[config.mk]
export PLATFORM = sky130hd
export DESIGN_NAME = hbca_div
export DESIGN_NICKNAME = d
export VERILOG_FILES = /design/src/rtl/hbca_div.sv
export SDC_FILE = /design/constraint.sdc
export NUM_CORES = 1
export LEC_CHECK = 0
export BUFFER_PORTS_ARGS = -buffer_cell sky130_fd_sc_hd__buf_2
export CAP_MARGIN = 40
export CORE_ASPECT_RATIO = 0.9
export CORE_MARGIN = 4
export CORE_UTILIZATION = 55
export CTS_CLUSTER_SIZE = 30
export DETAILED_ROUTE_END_ITERATION = 8
export GPL_ROUTABILITY_DRIVEN = 0
export GPL_TIMING_DRIVEN = 0
export PLACE_DENSITY = 0.94
export SYNTH_ARGS = -nofsm -noshare
export SYNTH_HDL_FRONTEND = slang
export SYNTH_SLANG_ARGS = --single-unit
[constraint.sdc]
create_clock -name clk -period 7.7 [get_ports clk]
set_input_delay 0.385 -clock clk [delete_from_list [all_inputs] [get_ports clk]]
set_output_delay 0.385 -clock clk [all_outputs]
set_load 0.05 [all_outputs]
[src/rtl/hbca_div.sv]
// ----------------------------------------------------------------------------
// hbca_div
// Restoring divider, one quotient bit per cycle. The quotient must fit in
// QW bits. busy is high from start until the last quotient bit is in.
// ----------------------------------------------------------------------------
module hbca_div #(
  parameter int NW = 20,
  parameter int DW = 13,
  parameter int QW = 8
) (
  input  logic          clk,
  input  logic          rst,
  input  logic          start,
  input  logic [NW-1:0] num,
  input  logic [DW-1:0] den,
  output logic          busy,
  output logic [QW-1:0] quo,
  output logic [DW-1:0] rem
);

  localparam int CNT_W = $clog2(QW + 1);

  logic [CNT_W-1:0] cnt;
  logic [DW:0]      trial;
  logic             ge;

  assign trial = {rem, quo[QW-1]};
  assign ge    = trial >= {1'b0, den};

  always_ff @(posedge clk) begin
    if (rst) begin
      busy <= 1'b0;
      cnt  <= '0;
    end else if (start) begin
      busy <= 1'b1;
      cnt  <= CNT_W'(QW);
    end else if (busy) begin
      busy <= (cnt != CNT_W'(1));
      cnt  <= cnt - CNT_W'(1);
    end
  end

  always_ff @(posedge clk) begin
    if (start) begin
      rem <= DW'(num >> QW);
      quo <= num[QW-1:0];
    end else if (busy) begin
      rem <= ge ? DW'(trial - {1'b0, den}) : DW'(trial);
      quo <= {quo[QW-2:0], ge};
    end
  end

endmodule

Word level (Yosys, flattened, before mapping)
Index checks and enable logic that the tools add are counted.
{ "classes": {"n_eq_ne": 1, "muxes": 9, "n_reduce_logical": 2, "add_sub_neg": 2, "magnitude_cmp": 1} }
{ "op_table": {"columns": ["cell", "count"], "rows": [
  ["12-bit two-way mux", 2],
  ["8-bit two-way mux", 2],
  ["14-bit by 13-bit greater-or-equal comparator with 1-bit output", 1],
  ["13-bit two-way mux", 1],
  ["13-bit subtractor", 1],
  ["4-bit two-way mux", 2],
  ["4-bit by 1-bit inequality test with 1-bit output (second input constant)", 1],
  ["4-bit by 1-bit subtractor with 4-bit output (second input constant)", 1],
  ["1-bit two-way mux", 2],
  ["2-bit nonzero test", 1],
  ["2-bit OR reduction", 1]
]} }
{ "word_totals": {"word_cells": 21, "in_bits": 36, "register_bits": 26, "output_inout_bits": 22} }

Logic depth before layout (Yosys ltp)
Gate-level depths: netlist of the first run.
{ "depth": {"word_depth": 4, "ltp_mapped": 10, "ltp_nobuf": 9} }

Worst setup path before layout of the first run
No wires, ideal clock.
{ "synth_timing": {"path_kind": "flip-flop to flip-flop", "startpoint": "register quo[7]", "endpoint": "register rem[11] (data pin)", "period_less_slack_ns": 2.946, "t_required_ns": 7.439, "arrival_time_ns": 2.685, "path_slack_ns": 4.754, "path_buffers": 1, "stages_incl_launch_ff": 11, "setup_time_ns": 0.261, "cell_sequence": "edfxtp_1 > inv_1 > ha_1 > fa_1 > nand2b_1 > a211o_1 > a21oi_2 > o311ai_2 > and2_4 > buf_6 > a221o_1"} }
{ "synth_via": {"elab_chain_cells": 4, "elab_cells_between_ends": 5, "classes_between": "add/sub: 1; order compare: 1; mux: 3"} }
{ "synth_lines": {"columns": ["item", "line_no", "source"], "rows": [
  ["start, declared", "17", "output logic [QW-1:0] quo,"],
  ["start signal, assigned", "46", "quo <= num[QW-1:0];"],
  ["start signal, assigned", "49", "quo <= {quo[QW-2:0], ge};"],
  ["13-bit subtractor / 14-bit by 13-bit greater-or-equal comparator with 1-bit output (equally long branches)", "48, 28", null],
  ["13-bit two-way mux *", "48", "rem <= ge ? DW'(trial - {1'b0, den}) : DW'(trial);"],
  ["12-bit two-way mux *", "47", "end else if (busy) begin"],
  ["12-bit two-way mux *", "44", "if (start) begin"],
  ["end signal, assigned", "45", "rem <= DW'(num >> QW);"],
  ["end signal, assigned", "48", null],
  ["end, declared", "18", "output logic [DW-1:0] rem"]
]} }
Mark *: on every way between the ends. The rest lies on a longest branch, timed or not. The select of a mux whose other input is x is not followed.
A chain may end at the register's enable or synchronous reset.

Worst setup path after layout of the first run
Same ends and word-level chain as after synthesis.

==> results of run 1 <==
==> registers in the layout (all words and copies together), names as in the netlist <==
signal,flops
quo,8
cnt,4
rem,13
busy,1
==> where the power goes <==
group | switching (mW) | total, mW | leakage, nW | internal [mW]
registers | 0.0190 | 0.206 | 0.252 | 0.187
logic | 0.247 | 0.375 | 0.765 | 0.128
clock network | 0.0448 | 0.0905 | 0.0288 | 0.0458
total | 0.311 | 0.671 | 1.05 | 0.360
==> per-layer routing <==
| metal | vias up | track usage, % | wire length (µm) |
|---|---|---|---|
| li1 | 894 | - | - |
| met2 | 101 | 37.6 | 2340 |
| met3 | 8 | 5.89 | 463 |
| met1 | 855 | 28.8 | 2140 |
| met4 | 0 | 3.05 | 42 |
| met5 | - | 0 | 0 |
==> area by class of cell <==
type | instances | area share (%)
plain buffers | 13 | 2.47
clock buffers | 4 | 2.32
inverters | 20 | 3.16
multi-input cells | 153 | 47.4
flip-flops and latches | 26 | 30.3
well taps | 44 | 2.32
repair buffers | 57 | 12.0
==> critical path, delay by kind of cell, from the launching register on <==
kind            cells  cell delay (ps)
compound gates      4             1020
simple gates        2              410
fa+ha+maj           2              590
buf+inv             2              210
flops               1              420
==> cells by family after synthesis <==
family | after synthesis | share of synthesized area, %
AO/OA/AOI/OAI | 51 | 19.0
adder cells (fa/ha/maj) | 16 | 10.5
XOR/XNOR | 13 | 5.75
buffers and inverters | 33 | 6.76
flip-flops | 26 | 36.4
AND/OR/NAND/NOR | 65 | 17.1
multiplexers | 8 | 4.49
==> synthesized netlist by cell type, types with 2 or more instances <==
cell,instances,area [µm²]
nor2_1,16,60.1
o21ai_0,5,25.0
nor3_1,5,25.0
inv_1,20,75.1
a32oi_1,3,26.3
o311ai_2,2,32.5
nand2b_1,8,50.1
a21o_1,2,15.0
edfxtp_1,20,601
ha_1,15,188
nor2b_1,5,31.3
a221o_1,2,20.0
a21oi_1,14,70.1
nand2_1,14,52.6
xor2_1,6,52.6
nand4b_1,5,43.8
dfxtp_1,6,120
a211oi_1,2,15.0
o31ai_1,4,30.0
xnor2_1,7,61.3
buf_2,2,10.0
o211ai_1,2,15.0
and2_1,2,12.5
nand3_1,4,20.0
a221oi_1,3,26.3
nand4_1,2,12.5
o311ai_0,4,35.0
clkbuf_1,10,37.5
mux2_2,7,78.8
==> metrics by stage <==
step	total power [mW]	hold WS (ps)	instances	utilization, %	setup slack [ps]
6_report	0.671	340	317	69.3	4800
3_5_place_dp	0.576	515	313	67.7	4780
3_3_place_gp	0.565	483	313	67.7	4800
4_1_cts	0.669	328	317	69.3	4830
5_1_grt	0.711	335	317	69.3	4680
2_1_floorplan	0.492	457	212	-	4750
==> path summary, 6_finish.rpt <==
| path | endpoint | depth (start not counted) | slack [ps] |
|---|---|---|---|
| max | rem[11] | 10 | 4800 |
| min | cnt[2] | 2 | 340 |
| max reg2reg | rem[11] | 10 | 4800 |
| min reg2reg | cnt[1] | 2 | 550 |
==> flow_metrics.env, run 1 <==
export IMPL_power_leakage_nw=1.05
export IMPL_vias=1858
export IMPL_io_pins=58
export IMPL_area_delta_synth_final_pct=20.0
export IMPL_rows=20
export IMPL_wirelength_um=4990
export IMPL_slew_headroom_pct=54.7
export IMPL_r2r_start="quo[7]"
export IMPL_fin_area_um2=2380
export IMPL_cts_tree="built"
export IMPL_port_buffer_count=57
export IMPL_cts_root_buf="clkbuf_8"
export IMPL_status="finished clean"
export IMPL_critPathCaptureType="register"
export IMPL_timing_fmax_mhz=345
export IMPL_grt_usage_pct=22.1
export IMPL_route_detailed_drc=0
export IMPL_cts_hold_buf=0
export IMPL_cp_data_required_time_ps=7730
export IMPL_cp_arrival_ps=2930
export IMPL_synth_edf_count=20
export IMPL_hold_violations=0
export IMPL_synth_async_reset_ratio_pct=0
export IMPL_register_area_um2=721
export IMPL_synth_distinct_cells=44
export IMPL_firstDrtPassIters=4
export IMPL_clock_sinks=26
export IMPL_syn_num_nets=264
export IMPL_syn_cell_area_um2=1980
export IMPL_nNetsFinal=326
export IMPL_grt_pass1_wl_um=8180
export IMPL_crit_start="quo[7]"
export IMPL_finalMaxSlewViolations=0
export IMPL_clk_path_buf_depth=2
export IMPL_vdd_ir_drop_worst_mv=0.147
export IMPL_cp_max_fo=10
export IMPL_synth_avg_cell_area_um2=9.34
export IMPL_clkTransAtPathRegs_ps=100
export IMPL_cts_resized_gates=0
export IMPL_multiInputGateArea_um2=1130
export IMPL_max_slew_worst_pin_slew_ps=675
export IMPL_drive_gt1_share_pct=27.8
export IMPL_place_area_um2=2320
export IMPL_antenna_found_initial=0
export IMPL_grt_max_degree=21
export IMPL_setup_tns_ps=0
export IMPL_fill_cells=258
export IMPL_cts_setup_buffers=0
export IMPL_ys_flop_type="edfxtp_1"
export IMPL_cpPeakStageDelay_ps=420
export IMPL_initial_core_util_pct=57.8
export IMPL_synth_ff_latch_count=26
export IMPL_design_die_area_um2=4630
export IMPL_finalSetupViolations=0
export IMPL_finalCriticalPeriod_ps=2900
export IMPL_synthCells=212
export IMPL_drt_iter0_markers=113
export IMPL_core_um2=3430
export IMPL_ys_seq_area_share_pct=36.4
export IMPL_hold_start="rst"
export IMPL_crit_chain="inv_1, ha_1, fa_1, nand2b_1, a211o_1, a21oi_2, o311ai_2, and2_4, buf_6, a221o_1"
export IMPL_hold_class="input pin to register"
export IMPL_critPathLaunchType="register"
export IMPL_final_common_cell="buf_2"
export IMPL_via_per_inst=5.86
export IMPL_crit_type="register to register"
export IMPL_htree_levels=1
export IMPL_cap_violations=0
export IMPL_slowest_stage="edfxtp_1"
export IMPL_rsz0062_at_grt="false"
export IMPL_hpwl_um=3810
export IMPL_finClkSkew_ps=7.08
export IMPL_cellPowerDensity_nw_per_um2=282
export IMPL_clock_latency_ps=270
export IMPL_layout_common_cells="buf_2 (59), inv_1 (20), edfxtp_1 (20)"
export IMPL_fp_dieW_um=71.3
export IMPL_die_h_um=64.9
export IMPL_antennaDiodeCount=0
export IMPL_overflow=0
export IMPL_drtAntennaViolNets=0
export IMPL_yosys_warnings=0
export IMPL_grt_pass1_vias=1723
export IMPL_wl_per_cell_um=15.7
export IMPL_cts_inserted_buffers=3
export IMPL_min_period_over_period_pct=37.6
(Power assumes the default switching activity.)
==> inputs of run 2 (changes only) <==
--- a/config.mk
+++ b/config.mk
@@ -9,12 +9,12 @@
 export CAP_MARGIN = 40
 export CORE_ASPECT_RATIO = 0.9
 export CORE_MARGIN = 4
-export CORE_UTILIZATION = 55
+export CORE_UTILIZATION = 47
 export CTS_CLUSTER_SIZE = 30
 export DETAILED_ROUTE_END_ITERATION = 8
 export GPL_ROUTABILITY_DRIVEN = 0
 export GPL_TIMING_DRIVEN = 0
-export PLACE_DENSITY = 0.94
+export PLACE_DENSITY = 0.86
 export SYNTH_ARGS = -nofsm -noshare
 export SYNTH_HDL_FRONTEND = slang
 export SYNTH_SLANG_ARGS = --single-unit
==> constraint.sdc (replaced) <==
create_clock -name clk -period 2.5 [get_ports clk]
set_input_delay 0.125 -clock clk [delete_from_list [all_inputs] [get_ports clk]]
set_output_delay 0.125 -clock clk [all_outputs]
set_load 0.05 [all_outputs]
==> run 2 against run 1 <==
- the run now ends with negative setup slack left
- routed wire length up 11%
- final cell count up 4.4%
- global-route usage down 2.3 points
- via count up 4.0%
- total power rose to 3.3 times the previous value
- clock skew up 2.0 ps
- hold slack worse by 270 ps
- final area up 7.6%
- combinational power rose to 3.6 times the previous value
- sequential cell count unchanged
==> flow_metrics.env, run 2 (synthesis gave the netlist of run 1 again) <==
export IMPL_finClkSkew_ps=9.12
export IMPL_clk_path_buf_depth=2
export IMPL_antennaDiodeCount=0
export IMPL_rows=22
export IMPL_final_common_cell="buf_2"
export IMPL_rsz0062_at_grt="true"
export IMPL_combinationalPowerShare_pct=60.2
export IMPL_critPathLaunchType="register"
export IMPL_register_area_um2=721
export IMPL_slew_headroom_pct=59.1
export IMPL_clkTransAtPathRegs_ps=90
export IMPL_wl_per_cell_um=16.7
export IMPL_hold_violations=0
export IMPL_antenna_found_initial=0
export IMPL_timing_fmax_mhz=377
export IMPL_overflow=0
export IMPL_finalMaxSlewViolations=0
export IMPL_drive_gt1_share_pct=34.6
export IMPL_dpl_cell_count=317
export IMPL_reg_top3="rem (13), quo (8), cnt (4)"
export IMPL_worstRegToRegCells=10
export IMPL_fin_ws_ps=-154
export IMPL_grt_usage_pct=19.8
export IMPL_die_h_um=69.6
export IMPL_drt_iter0_markers=316
export IMPL_power_switching_mw=1.05
export IMPL_finalSetupViolations=13
export IMPL_port_buffer_count=57
export IMPL_crit_chain="inv_1, ha_2, fa_2, nand2b_4, a211o_1, a21oi_2, o311ai_4, and2_4, buf_8, a221o_1"
export IMPL_fp_dieW_um=76.4
export IMPL_cts_inserted_buffers=3
export IMPL_clock_sinks=26
export IMPL_cellPowerDensity_nw_per_um2=874
export IMPL_cp_arrival_ps=2680
export IMPL_regMostFlops="rem"
export IMPL_drtAntennaViolNets=0
export IMPL_finalPower_mw=2.23
export IMPL_cts_tree="built"
export IMPL_cap_violations=0
export IMPL_wirelength_um=5540
export IMPL_hold_depth=2
export IMPL_nNetsFinal=336
export IMPL_max_slew_worst_pin_slew_ps=610
export IMPL_power_frac_seq_pct=28.7
export IMPL_design_die_area_um2=5320
export IMPL_vdd_ir_drop_worst_mv=0.375
export IMPL_p_clk_share_pct=11.2
export IMPL_slowest_stage="edfxtp_1"
export IMPL_grt_max_degree=21
export IMPL_violations="negative setup slack"
export IMPL_route_detailed_drc=0
export IMPL_firstDrtPassIters=5
export IMPL_grt_pass1_vias=1882
export IMPL_largest_reg_flops=13
export IMPL_cpPeakStageDelay_ps=360
export IMPL_cts_hold_buf=0
export IMPL_htree_levels=1
export IMPL_layout_common_cells="buf_2 (58), inv_1 (20), edfxtp_1 (20)"
export IMPL_finalCriticalPeriod_ps=2650
export IMPL_hold_class="input pin to register"
export IMPL_grt_pass1_wl_um=8610
export IMPL_fill_cells=325
export IMPL_area_delta_synth_final_pct=29.1
export IMPL_io_pins=58
export IMPL_final_cells=331
export IMPL_cts_root_buf="clkbuf_8"
export IMPL_initial_core_util_pct=48.6
export IMPL_multiInputGateArea_um2=1220
export IMPL_crit_type="register to register"
export IMPL_core_um2=4070
export IMPL_clock_latency_ps=280
export IMPL_min_period_over_period_pct=106
export IMPL_vias=1933
export IMPL_p_int_mw=1.18
export IMPL_power_leakage_nw=1.11
export IMPL_cp_max_fo=8
export IMPL_swShare_pct=47.2
export IMPL_via_per_inst=5.84
export IMPL_critPathCaptureType="register"
export IMPL_cp_data_required_time_ps=2520
export IMPL_status="complete, but fails checks"
export IMPL_hpwl_um=4070
[run 2: cell types whose count changed in the layout (fill, tap and decap cells not counted), sizes merged]
cell / previous run / this run
buf: 60 / 70
[run 2: layer usage]
metal | GRT usage (%) | vias up | routed length [µm]
li1 | - | 919 | -
met1 | 25.2 | 883 | 2270
met3 | 3.12 | 15 | 431
met2 | 33.1 | 116 | 2700
met5 | 0 | - | 0
met4 | 8.85 | 0 | 140
[run 2: worst max-delay path: cells and delay by family (launching register included)]
kind                       cells  cell delay [ps]
DFF                            1              360
and+or+nand+nor                2              350
buffers and inverters          2              180
adders and majority gates      2              540
AOI/OAI and AO/OA              4              970
[run 2: timing repair]
action | 4_1_cts | 5_1_grt
gates cloned | 1 | 0
pin swaps | 10 | 7
setup endpoints to repair | 13 | 14
setup buffers | 6 | 3
gates resized for setup | 11 | 13
[run 2: power by group through the flow]
| stage | sequential (mW) | combinational (mW) | clock, mW |
|---|---|---|---|
| after floorplan | 0.898 | 0.627 | 0 |
| after global routing | 0.649 | 1.43 | 0.269 |
| after detailed placement | 0.647 | 1.15 | 0 |
| after global placement | 0.644 | 1.12 | 0 |
| after CTS | 0.638 | 1.25 | 0.257 |
| final | 0.640 | 1.34 | 0.250 |
[run 2: cell type report]
class                      count  share of cell area (%)
buffer                        13                    2.74
multi-input combinational    153                    47.8
sequential                    26                    28.2
timing repair buffer          67                    14.2
tap                           48                    2.35
inverter                      20                    2.94
clock buffer                   4                    1.76
[run 2: path summary, 6_finish.rpt]
check	slack, ps	end	from
worst max register to register	-150	rem[11]	quo[7]
worst min-delay path	70	cnt[3]	rst
worst min register to register	530	cnt[1]	cnt[1]
worst max-delay path	-150	rem[11]	quo[7]
[run 2: per-stage QoR]
stage / hold slack, ps / worst slack [ps] / cell area, µm² / util (%) / setup TNS, ps
final: 69.5 / -154 / 2560 / 62.7 / -1020
after floorplan: 197 / -373 / 1990 / - / -3100
after CTS: 67.8 / -144 / 2480 / 60.8 / -654
after global routing: 85.6 / -213 / 2560 / 62.7 / -2160
after detailed placement: 361 / -225 / 2340 / 57.4 / -1320
after global placement: 354 / -188 / 2340 / 57.4 / -681
